$ cat src/rtl/hcht_pkg.sv
`timescale 1ns / 1ps
// ----------------------------------------------------------------------------
// Heating curve thermostat package
// Shared types, register codes and constants.
// ----------------------------------------------------------------------------
package hcht_pkg;

    localparam int CURVE_POINTS_DEF = 6;
    localparam int TEMP_W           = 16;
    localparam int BAND_W           = 12;
    localparam int POINT_W          = 32;
    localparam int CFG_IDX_W        = 3;
    localparam int CFG_DATA_W       = 32;
    localparam int POS_W            = 7;
    localparam int PROD_W           = 2 * TEMP_W;
    localparam int DIV_STEPS        = TEMP_W;
    localparam int DIV_CNT_W        = $clog2(DIV_STEPS + 1);

    localparam logic signed [TEMP_W-1:0] TARGET_RESET = 16'sd6400;
    localparam logic [BAND_W-1:0]        BAND_RESET   = 12'd256;
    localparam logic [POS_W-1:0]         OPEN_POS     = 7'd100;
    localparam logic [POS_W-1:0]         CLOSED_POS   = 7'd0;

    typedef enum logic [CFG_IDX_W-1:0] {
        REG_ENABLE = 3'd0,
        REG_BAND   = 3'd1,
        REG_CURVE0 = 3'd2
    } cfg_reg_t;

    typedef enum logic [2:0] {
        ST_IDLE,
        ST_SEARCH,
        ST_MUL,
        ST_DSTART,
        ST_DWAIT,
        ST_FIX,
        ST_HYST,
        ST_OUT
    } ctrl_state_t;

    typedef struct packed {
        logic signed [TEMP_W-1:0] outdoor_temp;
        logic signed [TEMP_W-1:0] supply_temp;
        logic                     link_up;
    } in_data_t;

    typedef struct packed {
        logic signed [TEMP_W-1:0] target_temp;
        logic                     write_valid;
        logic [POS_W-1:0]         valve_position;
    } out_data_t;

    typedef struct packed {
        logic              enable;
        logic [BAND_W-1:0] band;
    } cfg_t;

    typedef struct packed {
        logic              start;
        logic [PROD_W-1:0] dividend;
        logic [TEMP_W-1:0] divisor;
    } div_req_t;

    typedef struct packed {
        logic              done;
        logic [TEMP_W-1:0] quotient;
    } div_rsp_t;

endpackage

$ cat src/rtl/hcht_cfg.sv
`timescale 1ns / 1ps
// ----------------------------------------------------------------------------
// Heating curve thermostat configuration registers
// Enable, dead band half-width and the heating curve points.
// ----------------------------------------------------------------------------
module hcht_cfg
    import hcht_pkg::*;
#(
    parameter int CURVE_POINTS = CURVE_POINTS_DEF
)
(
    input  logic                                 clk,
    input  logic                                 rst_n,
    input  logic                                 cfg_we,
    input  logic [CFG_IDX_W-1:0]                 cfg_index,
    input  logic [CFG_DATA_W-1:0]                cfg_data,
    output cfg_t                                 cfg,
    output logic [CURVE_POINTS-1:0][POINT_W-1:0] curve_pt
);

    cfg_t                                 cfg_reg;
    logic [CURVE_POINTS-1:0][POINT_W-1:0] curve_pt_reg;

    always_ff @(posedge clk or negedge rst_n)
    begin
        if (!rst_n)
        begin
            cfg_reg.enable <= 1'b0;
            cfg_reg.band   <= BAND_RESET;
        end
        else if (cfg_we)
        begin
            if (cfg_index == REG_ENABLE)
                cfg_reg.enable <= cfg_data[0];
            if (cfg_index == REG_BAND)
                cfg_reg.band <= cfg_data[BAND_W-1:0];
        end
    end

    for (genvar k = 0; k < CURVE_POINTS; k++)
    begin : g_pt
        always_ff @(posedge clk or negedge rst_n)
        begin
            if (!rst_n)
                curve_pt_reg[k] <= '0;
            else if (cfg_we && (cfg_index == CFG_IDX_W'(int'(REG_CURVE0) + k)))
                curve_pt_reg[k] <= cfg_data[POINT_W-1:0];
        end
    end

    assign cfg      = cfg_reg;
    assign curve_pt = curve_pt_reg;

endmodule

$ cat src/rtl/hcht_div.sv
`timescale 1ns / 1ps
// ----------------------------------------------------------------------------
// Heating curve thermostat divider
// Restoring unsigned divider, one quotient bit per cycle; the quotient is
// known to fit in TEMP_W bits.
// ----------------------------------------------------------------------------
module hcht_div
    import hcht_pkg::*;
(
    input  logic     clk,
    input  logic     rst_n,
    input  div_req_t req,
    output div_rsp_t rsp
);

    logic [DIV_CNT_W-1:0] cnt_reg, cnt_next;
    logic                 done_reg, done_next;
    logic [TEMP_W-1:0]    rem_reg, rem_next;
    logic [TEMP_W-1:0]    quo_reg, quo_next;
    logic [TEMP_W-1:0]    dvs_reg, dvs_next;
    logic [TEMP_W:0]      cand;
    logic [TEMP_W+1:0]    diff;
    logic                 ge;

    always_comb
    begin
        cand      = {rem_reg, quo_reg[TEMP_W-1]};
        diff      = {1'b0, cand} - {2'b00, dvs_reg};
        ge        = !diff[TEMP_W+1];
        cnt_next  = cnt_reg;
        done_next = 1'b0;
        rem_next  = rem_reg;
        quo_next  = quo_reg;
        dvs_next  = dvs_reg;
        if (req.start)
        begin
            cnt_next = DIV_CNT_W'(DIV_STEPS);
            rem_next = req.dividend[PROD_W-1:TEMP_W];
            quo_next = req.dividend[TEMP_W-1:0];
            dvs_next = req.divisor;
        end
        else if (cnt_reg != '0)
        begin
            cnt_next  = cnt_reg - 1'b1;
            done_next = (cnt_reg == DIV_CNT_W'(1));
            rem_next  = ge ? diff[TEMP_W-1:0] : cand[TEMP_W-1:0];
            quo_next  = {quo_reg[TEMP_W-2:0], ge};
        end
    end

    always_ff @(posedge clk or negedge rst_n)
    begin
        if (!rst_n)
        begin
            cnt_reg  <= '0;
            done_reg <= 1'b0;
        end
        else
        begin
            cnt_reg  <= cnt_next;
            done_reg <= done_next;
        end
    end

    always_ff @(posedge clk)
    begin
        rem_reg <= rem_next;
        quo_reg <= quo_next;
        dvs_reg <= dvs_next;
    end

    assign rsp.done     = done_reg;
    assign rsp.quotient = quo_reg;

endmodule

$ cat src/rtl/hcht_ctrl.sv
`timescale 1ns / 1ps
// ----------------------------------------------------------------------------
// Heating curve thermostat sequencer
// Segment search, interpolation through the divider, hysteresis and
// the output register.
// ----------------------------------------------------------------------------
module hcht_ctrl
    import hcht_pkg::*;
#(
    parameter int CURVE_POINTS = CURVE_POINTS_DEF
)
(
    input  logic                                 clk,
    input  logic                                 rst_n,
    input  logic                                 in_valid,
    output logic                                 in_stall,
    input  in_data_t                             in_data,
    output logic                                 out_valid,
    input  logic                                 out_stall,
    output out_data_t                            out_data,
    input  cfg_t                                 cfg,
    input  logic [CURVE_POINTS-1:0][POINT_W-1:0] curve_pt,
    output div_req_t                             div_req,
    input  div_rsp_t                             div_rsp
);

    localparam int SEG_W = $clog2(CURVE_POINTS);

    ctrl_state_t              state_reg, state_next;
    logic [SEG_W-1:0]         seg_reg, seg_next;
    logic signed [TEMP_W-1:0] tgt_reg, tgt_next;
    logic                     valve_reg, valve_next;
    logic                     write_reg, write_next;
    logic                     out_valid_reg, out_valid_next;
    out_data_t                out_data_reg, out_data_next;

    logic signed [TEMP_W-1:0] x_reg, x_next;
    logic signed [TEMP_W-1:0] s_reg, s_next;
    logic signed [TEMP_W-1:0] x1_reg, x1_next;
    logic signed [TEMP_W-1:0] y1_reg, y1_next;
    logic [TEMP_W-1:0]        dymag_reg, dymag_next;
    logic [TEMP_W-1:0]        xoff_reg, xoff_next;
    logic [TEMP_W-1:0]        dx_reg, dx_next;
    logic                     neg_reg, neg_next;
    logic [PROD_W-1:0]        prod_reg, prod_next;

    logic [SEG_W-1:0]         seg_inc;
    logic [POINT_W-1:0]       pt_k1;
    logic signed [TEMP_W-1:0] x2, y2, x0, y0, ylast;
    logic signed [TEMP_W:0]   dx17, dy17, xo17, q17, sum17;
    logic                     hit;
    logic signed [TEMP_W+1:0] lo18, hi18, s18;

    always_comb
    begin
        seg_inc = seg_reg + SEG_W'(1);
        pt_k1   = curve_pt[seg_inc];
        x2      = signed'(pt_k1[POINT_W-1:TEMP_W]);
        y2      = signed'(pt_k1[TEMP_W-1:0]);
        x0      = signed'(curve_pt[0][POINT_W-1:TEMP_W]);
        y0      = signed'(curve_pt[0][TEMP_W-1:0]);
        ylast   = signed'(curve_pt[CURVE_POINTS-1][TEMP_W-1:0]);
        hit     = (x_reg >= x1_reg) && (x_reg <= x2);
        dx17    = {x2[TEMP_W-1], x2} - {x1_reg[TEMP_W-1], x1_reg};
        dy17    = {y2[TEMP_W-1], y2} - {y1_reg[TEMP_W-1], y1_reg};
        xo17    = {x_reg[TEMP_W-1], x_reg} - {x1_reg[TEMP_W-1], x1_reg};
        q17     = neg_reg ? -signed'({1'b0, div_rsp.quotient})
                          : signed'({1'b0, div_rsp.quotient});
        sum17   = {y1_reg[TEMP_W-1], y1_reg} + q17;
        s18     = {{2{s_reg[TEMP_W-1]}}, s_reg};
        lo18    = {{2{tgt_reg[TEMP_W-1]}}, tgt_reg} - signed'({6'd0, cfg.band});
        hi18    = {{2{tgt_reg[TEMP_W-1]}}, tgt_reg} + signed'({6'd0, cfg.band});

        state_next     = state_reg;
        seg_next       = seg_reg;
        tgt_next       = tgt_reg;
        valve_next     = valve_reg;
        write_next     = write_reg;
        out_valid_next = out_valid_reg && out_stall;
        out_data_next  = out_data_reg;
        x_next         = x_reg;
        s_next         = s_reg;
        x1_next        = x1_reg;
        y1_next        = y1_reg;
        dymag_next     = dymag_reg;
        xoff_next      = xoff_reg;
        dx_next        = dx_reg;
        neg_next       = neg_reg;
        prod_next      = prod_reg;
        div_req.start    = 1'b0;
        div_req.dividend = prod_reg;
        div_req.divisor  = dx_reg;

        case (state_reg)
            ST_IDLE:
            begin
                if (in_valid)
                begin
                    write_next = 1'b0;
                    x_next     = in_data.outdoor_temp;
                    s_next     = in_data.supply_temp;
                    x1_next    = x0;
                    y1_next    = y0;
                    seg_next   = '0;
                    if (cfg.enable && in_data.link_up)
                        state_next = ST_SEARCH;
                    else
                        state_next = ST_OUT;
                end
            end
            ST_SEARCH:
            begin
                if (hit)
                begin
                    dx_next    = dx17[TEMP_W-1:0];
                    xoff_next  = xo17[TEMP_W-1:0];
                    neg_next   = dy17[TEMP_W];
                    dymag_next = dy17[TEMP_W] ? TEMP_W'(-dy17) : dy17[TEMP_W-1:0];
                    if (dx17 == '0)
                    begin
                        tgt_next   = y1_reg;
                        state_next = ST_HYST;
                    end
                    else
                        state_next = ST_MUL;
                end
                else if (seg_reg == SEG_W'(CURVE_POINTS - 2))
                begin
                    tgt_next   = (x_reg < x0) ? y0 : ylast;
                    state_next = ST_HYST;
                end
                else
                begin
                    x1_next  = x2;
                    y1_next  = y2;
                    seg_next = seg_inc;
                end
            end
            ST_MUL:
            begin
                prod_next  = dymag_reg * xoff_reg;
                state_next = ST_DSTART;
            end
            ST_DSTART:
            begin
                div_req.start = 1'b1;
                state_next    = ST_DWAIT;
            end
            ST_DWAIT:
            begin
                if (div_rsp.done)
                    state_next = ST_FIX;
            end
            ST_FIX:
            begin
                tgt_next   = sum17[TEMP_W-1:0];
                state_next = ST_HYST;
            end
            ST_HYST:
            begin
                if (s18 < lo18)
                begin
                    valve_next = 1'b1;
                    write_next = !valve_reg;
                end
                else if (s18 > hi18)
                begin
                    valve_next = 1'b0;
                    write_next = valve_reg;
                end
                state_next = ST_OUT;
            end
            ST_OUT:
            begin
                if (!out_valid_reg || !out_stall)
                begin
                    out_valid_next               = 1'b1;
                    out_data_next.target_temp    = tgt_reg;
                    out_data_next.write_valid    = write_reg;
                    out_data_next.valve_position = valve_reg ? OPEN_POS : CLOSED_POS;
                    state_next                   = ST_IDLE;
                end
            end
            default:
            begin
                state_next = ST_IDLE;
            end
        endcase
    end

    always_ff @(posedge clk or negedge rst_n)
    begin
        if (!rst_n)
        begin
            state_reg     <= ST_IDLE;
            seg_reg       <= '0;
            tgt_reg       <= TARGET_RESET;
            valve_reg     <= 1'b0;
            write_reg     <= 1'b0;
            out_valid_reg <= 1'b0;
        end
        else
        begin
            state_reg     <= state_next;
            seg_reg       <= seg_next;
            tgt_reg       <= tgt_next;
            valve_reg     <= valve_next;
            write_reg     <= write_next;
            out_valid_reg <= out_valid_next;
        end
    end

    always_ff @(posedge clk)
    begin
        out_data_reg <= out_data_next;
        x_reg        <= x_next;
        s_reg        <= s_next;
        x1_reg       <= x1_next;
        y1_reg       <= y1_next;
        dymag_reg    <= dymag_next;
        xoff_reg     <= xoff_next;
        dx_reg       <= dx_next;
        neg_reg      <= neg_next;
        prod_reg     <= prod_next;
    end

    assign in_stall  = (state_reg != ST_IDLE);
    assign out_valid = out_valid_reg;
    assign out_data  = out_data_reg;

endmodule

$ cat src/rtl/heating_curve_hysteresis_thermostat_core.sv
`timescale 1ns / 1ps
// When disabled or link down, the accepted beat goes straight to the output register;
// otherwise the curve is searched and interpolated first.
// One beat at a time, next input taken once the output loads: the search
// steps through the segments in turn, then the divider runs until done;
// input stalls meanwhile. Reset (async, active low): target 25.0 degrees,
// valve closed, enable 0, band 1.0 degree, curve points 0, no beat pending.
// ----------------------------------------------------------------------------
// Heating curve thermostat core
// Weather compensated supply target with hysteresis valve control.
// ----------------------------------------------------------------------------
module heating_curve_hysteresis_thermostat_core
    import hcht_pkg::*;
#(
    parameter int CURVE_POINTS = CURVE_POINTS_DEF
)
(
    input  logic                  clk,
    input  logic                  rst_n,
    input  logic                  in_valid,
    output logic                  in_stall,
    input  in_data_t              in_data,
    output logic                  out_valid,
    input  logic                  out_stall,
    output out_data_t             out_data,
    input  logic                  cfg_we,
    input  logic [CFG_IDX_W-1:0]  cfg_index,
    input  logic [CFG_DATA_W-1:0] cfg_data
);

    cfg_t                                 cfg;
    logic [CURVE_POINTS-1:0][POINT_W-1:0] curve_pt;
    div_req_t                             div_req;
    div_rsp_t                             div_rsp;

    hcht_cfg #(
        .CURVE_POINTS (CURVE_POINTS)
    ) u_cfg (
        .clk       (clk),
        .rst_n     (rst_n),
        .cfg_we    (cfg_we),
        .cfg_index (cfg_index),
        .cfg_data  (cfg_data),
        .cfg       (cfg),
        .curve_pt  (curve_pt)
    );

    hcht_div u_div (
        .clk   (clk),
        .rst_n (rst_n),
        .req   (div_req),
        .rsp   (div_rsp)
    );

    hcht_ctrl #(
        .CURVE_POINTS (CURVE_POINTS)
    ) u_ctrl (
        .clk       (clk),
        .rst_n     (rst_n),
        .in_valid  (in_valid),
        .in_stall  (in_stall),
        .in_data   (in_data),
        .out_valid (out_valid),
        .out_stall (out_stall),
        .out_data  (out_data),
        .cfg       (cfg),
        .curve_pt  (curve_pt),
        .div_req   (div_req),
        .div_rsp   (div_rsp)
    );

endmodule

$ cat config.mk
export PLATFORM = sky130hd
export DESIGN_NAME = heating_curve_hysteresis_thermostat_core
export DESIGN_NICKNAME = d
export VERILOG_FILES = /design/src/rtl/hcht_pkg.sv /design/src/rtl/hcht_cfg.sv /design/src/rtl/hcht_div.sv /design/src/rtl/hcht_ctrl.sv /design/src/rtl/heating_curve_hysteresis_thermostat_core.sv
export SDC_FILE = /design/constraint.sdc
export NUM_CORES = 2
export LEC_CHECK = 0
export ABC_AREA = 1
export BUFFER_PORTS_ARGS = -buffer_cell sky130_fd_sc_hd__buf_2
export CAP_MARGIN = 20
export CORE_MARGIN = 10
export CORE_UTILIZATION = 45
export CTS_BUF_LIST = sky130_fd_sc_hd__clkbuf_8 sky130_fd_sc_hd__clkbuf_16
export DETAILED_ROUTE_END_ITERATION = 12
export GPL_TIMING_DRIVEN = 0
export MAX_ROUTING_LAYER = met4
export PLACE_DENSITY = 0.64
export SETUP_SLACK_MARGIN = 0.5
export SLEW_MARGIN = 5
export SYNTH_ARGS = -nofsm -noshare
export SYNTH_HDL_FRONTEND = slang
export SYNTH_SLANG_ARGS = --single-unit
$ cat constraint.sdc
create_clock -name clk -period 6.3 [get_ports clk]
set_input_delay 0.63 -clock clk [delete_from_list [all_inputs] [get_ports clk]]
set_output_delay 0.63 -clock clk [all_outputs]
set_load 0.01 [all_outputs]
* Word level (Yosys, flattened, before mapping)
Cells that the tools add are included.
Storage, ports and cells: flip-flop bits (word level) 453, output and inout port bits 26, bits of input ports 73, logic and storage cells 155
Cells by class: multiplexer cells 48, add/sub/neg operators 11, magnitude comparators 6, multipliers 1, reductions and logical operators 34, eq/ne operators 24
Operator list (number):
- $mux 16 | 17
- $bmux 32 s3 | 1
- $pmux 16 s2 | 3
- $sub 16x16->17 | 2
- $mul 16x16->32 | 1
- $mux 32 | 1
- $neg 16->16 | 2
- $mux 3 | 10
- $eq 3x3->1 const B | 9
- $pmux 3 s8 | 1
- $sub 17x16->18 | 1
- $add 16x13->17 | 1
- $gt 16x17->1 | 1
- $logic_not 17->1 | 1
- $lt 16x17->1 | 1
- $sub 16x13->17 | 1
- $add 16x16->16 | 1
- $ge 16x16->1 | 1
- $le 16x16->1 | 1
- $lt 16x16->1 | 1
- $sub 16x16->16 | 1
- $eq 3x2->1 const B | 4
- $reduce_and 2->1 | 6
- $mux 1 | 10
- 22 further kinds | 46

* Depth between registers and ports, before layout
depth after elaboration 8, depth in mapped cells 30, gate-level depth less buffers 26

* Cells and area by module
From an unflattened synthesis, not the netlist that was laid out.
Second synthesis, totals: cell total of the unflattened synthesis 4525, area, all modules 35655.4 um2
Modules (own cells, without submodules):
- hcht_ctrl | cells an instance 3194, seq. area each 5524.0 um2, times used 1, area each 24328.3 um2
- hcht_cfg | cells an instance 894, seq. area each 5131.2 um2, times used 1, area each 7861.3 um2
- hcht_div | cells an instance 437, seq. area each 1591.5 um2, times used 1, area each 3465.8 um2

* Least setup slack after synthesis
Ideal clock, no wire load.
path kind register to register, from register u_ctrl.xoff_reg[1], to register u_ctrl.prod_reg[26] (data pin), clock period less this slack 5654 ps, data required time 6040 ps, setup time 260 ps, path buffers 2, slack 646 ps, stages on the path, launching flop included 21, arrival 5394 ps, cells stage by stage edfxtp_1 > clkbuf_1 > clkbuf_1 > nand2_1 > fa_1 > fa_1 > fa_1 > fa_1 > inv_1 > fa_1 > inv_1 > fa_1 > inv_1 > ha_1 > a21oi_1 > o21a_1 > a21boi_0 > o21ai_0 > nand2_1 > nand2_1 > xor2_1
On the way: cells in the longest elaborated chain, start to end 1
Ends and longest elaborated chain:
- start, declared | RTL line hcht_ctrl.sv:42 | logic [TEMP_W-1:0] xoff_reg, xoff_next;
- start signal, assigned | RTL line hcht_ctrl.sv:221 | xoff_reg <= xoff_next;
- $mul 16x16->32 | RTL line hcht_ctrl.sv:141 | prod_next = dymag_reg * xoff_reg;
- end signal, assigned | RTL line hcht_ctrl.sv:224 | prod_reg <= prod_next;
- end, declared | RTL line hcht_ctrl.sv:45 | logic [PROD_W-1:0] prod_reg, prod_next;
No other way between the ends. A chain may end at the register's enable or synchronous reset.

* Worst setup path in the final report
from register u_ctrl.xoff_reg[4], to register u_ctrl.prod_reg[19] (data pin)
The elaborated chain is that of the path after synthesis.

==> flow_metrics.tcl <==
set metrics [dict create \
    setup_viol 0 \
    max-cap-violations 0 \
    finalInstanceArea_um2 39600 \
    hold_path.class "in2async" \
    slew_headroom_pct 34.7 \
    wirelength_um 99400 \
    yosysUniqueCellTypes 54 \
    ys_ff_latch 447 \
    hold_viol 0 \
    rsz0062_at_grt "no" \
    finalClockSkew_ns 0.0251 \
    drt_iter0_markers 2193 \
    yosysMostFrequentCell "nand2_1" \
    clkLatencyLatePin_ns 0.62 \
    ant_nets 0 \
    cpPeakStageDelay_ns 0.55 \
    yosysTopAreaCellShare_pct 18.2 \
    ys_seq_area_share_pct 35.2 \
    synth_ff_type "dfrtp_1" \
    netlist_top_cells_area "edfxtp_1 (18%), dfrtp_1 (17%), nand2_1 (12%), fa_1 (12%), ha_1 (10%)" \
    drive_gt1_share_pct 8.94 \
    final_net_count 5039 \
    dpl.hpwl_um 79700 \
    drt_first_pass_iters 5 \
    synth_largest_area_cell "edfxtp_1" \
    max_freq_mhz 178 \
    numPortBuffers 94 \
    largest_register_ffs 192 \
    synthArstFlopShare_pct 52.8 \
    die_x_um 298 \
    grt_util_all_layers_pct 22.7 \
    place_congestion 0.938 \
    crit_slowest_cell "fa_1" \
    slew_viol_final 0 \
    cp-end-kind "flip-flop" \
    gr-total-overflow 0 \
    synthCells 4312 \
    antenna_cells 0 \
    h-tree-depth 2 \
    synth_edf_count 211 \
    crit_required_ns 6.64 \
    critPathKind "reg2reg" \
    worst_pin_slew_ns 0.973 \
    cp-start-kind "flip-flop" \
    dpl-instance-area_um2 36800 \
    status "finished clean" \
    cp_max_fo 10 \
    vias 28700 \
    cts_tree "done" \
    grt_max_degree 97 \
    cts_buffers 51 \
    clock_sinks 447 \
    die_area_um2 88900 \
    syn_avg_cell_area_um2 8.07 \
    syn_to_final_growth_pct 13.7 \
    wire_per_inst_um 17.9 \
    fp-row-count 101 \
    first_global_vias 28400 \
    synth_area_um2 34800 \
    setup_tns_ns 0 \
    critPathArrivalTime_ns 5.98 \
    grt_antenna_before_repair 0 \
    min_period_over_period_pct 89.4 \
    clk_path_buf_depth 3 \
    nFillCells 7319 \
    io_pins 99 \
    period_minus_slack_ns 5.63 \
    drcViolationCount 0 \
    grt_pass1_wl_um 157000 \
    initial_core_util_pct 45.6 \
    cts_root_buf "clkbuf_16" \
    yosysWarnings 0 \
    critical_path.cell_chain "buf_6 -> buf_6 -> nand2_1 -> inv_1 -> fa_1 -> inv_1 -> fa_2 -> fa_1 -> fa_1 -> inv_1 -> fa_1 -> inv_1 -> fa_1 -> inv_1 -> ha_4 -> buf_4 -> a31oi_4 -> o21ai_4 -> a21oi_2 -> o21ai_2 -> nand2_1 -> nand2_1 -> xor2_1" \
    core_um2 76300 \
    routed_via_density 5.16 \
    ys_top_cells_by_count "nand2_1 (1087), inv_1 (750), o21ai_0 (464)" \
    holdWs_ns 0.00720 \
    chipHeight_um 298 \
    path_clk_slew_ns 0.06 \
]
## final timing paths
check,from,end,slack [ns],depth (start not counted)
worst max-delay path,u_ctrl.xoff_reg[4]$_DFFE_PP_,u_ctrl.prod_reg[19]$_DFFE_PP_,0.67,23
worst min-delay path,rst_n,u_cfg.curve_pt[153]$_DFFE_PN0P_,0.007,1
worst max register to register,u_ctrl.xoff_reg[4]$_DFFE_PP_,u_ctrl.prod_reg[19]$_DFFE_PP_,0.67,23
worst min register to register,u_ctrl.dx_reg[2]$_DFFE_PP_,u_div.dvs_reg[2]$_DFFE_PP_,0.42,0
max in group asynchronous,rst_n,u_ctrl.tgt_reg[11]$_DFFE_PN1P_,5.30,2
min in group clk,in_data[17],u_ctrl.x_reg[0]$_DFFE_PP_,0.19,1
## worst max-delay path: cells and delay by family (launching register included)
kind,cells,cell delay [ns]
buffers and inverters,8,0.75
AOI/OAI and AO/OA,4,0.65
adders and majority gates,7,3.27
and+or+nand+nor,3,0.18
DFF,1,0.37
xor gates and xnor gates,1,0.16
## layout by cell type (no fill, tap or decap), types with 6 or more instances in the layout
cell       netlist  routed
buf_6            2      18
clkbuf_1       153      84
nand3_1        154     153
clkbuf_2         0      13
a21oi_1        214     198
nand2_2         12      20
clkbuf_16        0      53
o21ai_0        464     456
o21bai_1        12      11
clkinv_2         0      10
xnor2_1         39      37
buf_4            6      26
a21oi_2          2      14
a21o_1          14      14
buf_2           10     103
edfxtp_1       211     211
a31oi_1         16      15
nor2_2           6       9
nand2_1       1087    1078
inv_1          750     754
a22oi_1         17      13
fa_1           201     197
nor2_1         203     198
clkbuf_4         0      13
nand4_1         28      28
o21ai_1          3       8
clkbuf_8         0      21
ha_4             0       9
nand3b_1        12      12
nor3_1          25      23
xor2_1          87      86
dfrtp_1        232     231
bufinv_16        0       6
inv_2            7      10
buf_8            0      12
ha_1           278     268
## routing by layer
| layer | part of all wire [%] | wire length [µm] | GRT usage (%) |
|---|---|---|---|
| met3 | 6.4 | 6400 | 3.58 |
| met4 | 3.5 | 3430 | 7.37 |
| met1 | 44 | 43800 | 29.4 |
| met2 | 46 | 45800 | 36.1 |
| met5 | 0 | 0 | - |
## repair_timing
item                       in CTS  in global routing
gates resized for setup       174                128
setup endpoints to repair     137                120
pin swaps                       9                 29
buffers inserted                4                 10
gates cloned                    1                  0
hold buffers                    0                  0
## area by class of cell
cell class	instances	area, µm²	share of cell area (%)
multi-input combinational	2933	19400	49.1
buffer	177	1170	2.95
sequential	447	12200	30.9
clock buffer	61	1430	3.60
clock inverter	34	358	0.904
inverter	759	2860	7.22
tap	1030	1290	3.26
timing repair buffer	118	802	2.03
## through the flow
step	utilization (%)	instances	setup slack, ns
after floorplan	-	4315	0.646
after global placement	47.9	5439	-1.13
after detailed placement	48.2	5449	-0.537
after CTS	51.3	5549	0.503
after global routing	51.9	5559	0.476
final	51.9	5559	0.667
## cell families after synthesis
| logic type | Yosys count | share of synthesized area [%] |
|---|---|---|
| DFF | 447 | 35.2 |
| xor gates and xnor gates | 126 | 3.17 |
| muxes | 1 | 0.0288 |
| and+or+nand+nor | 1550 | 18.1 |
| AOI/OAI and AO/OA | 772 | 11.7 |
| adders and majority gates | 479 | 21.5 |
| buffers and inverters | 936 | 10.2 |
| other | 1 | 0.0108 |
Power is left out: the tool's default activity adds up to more than one toggle a clock period on the data nets, which glitch-free logic cannot reach.
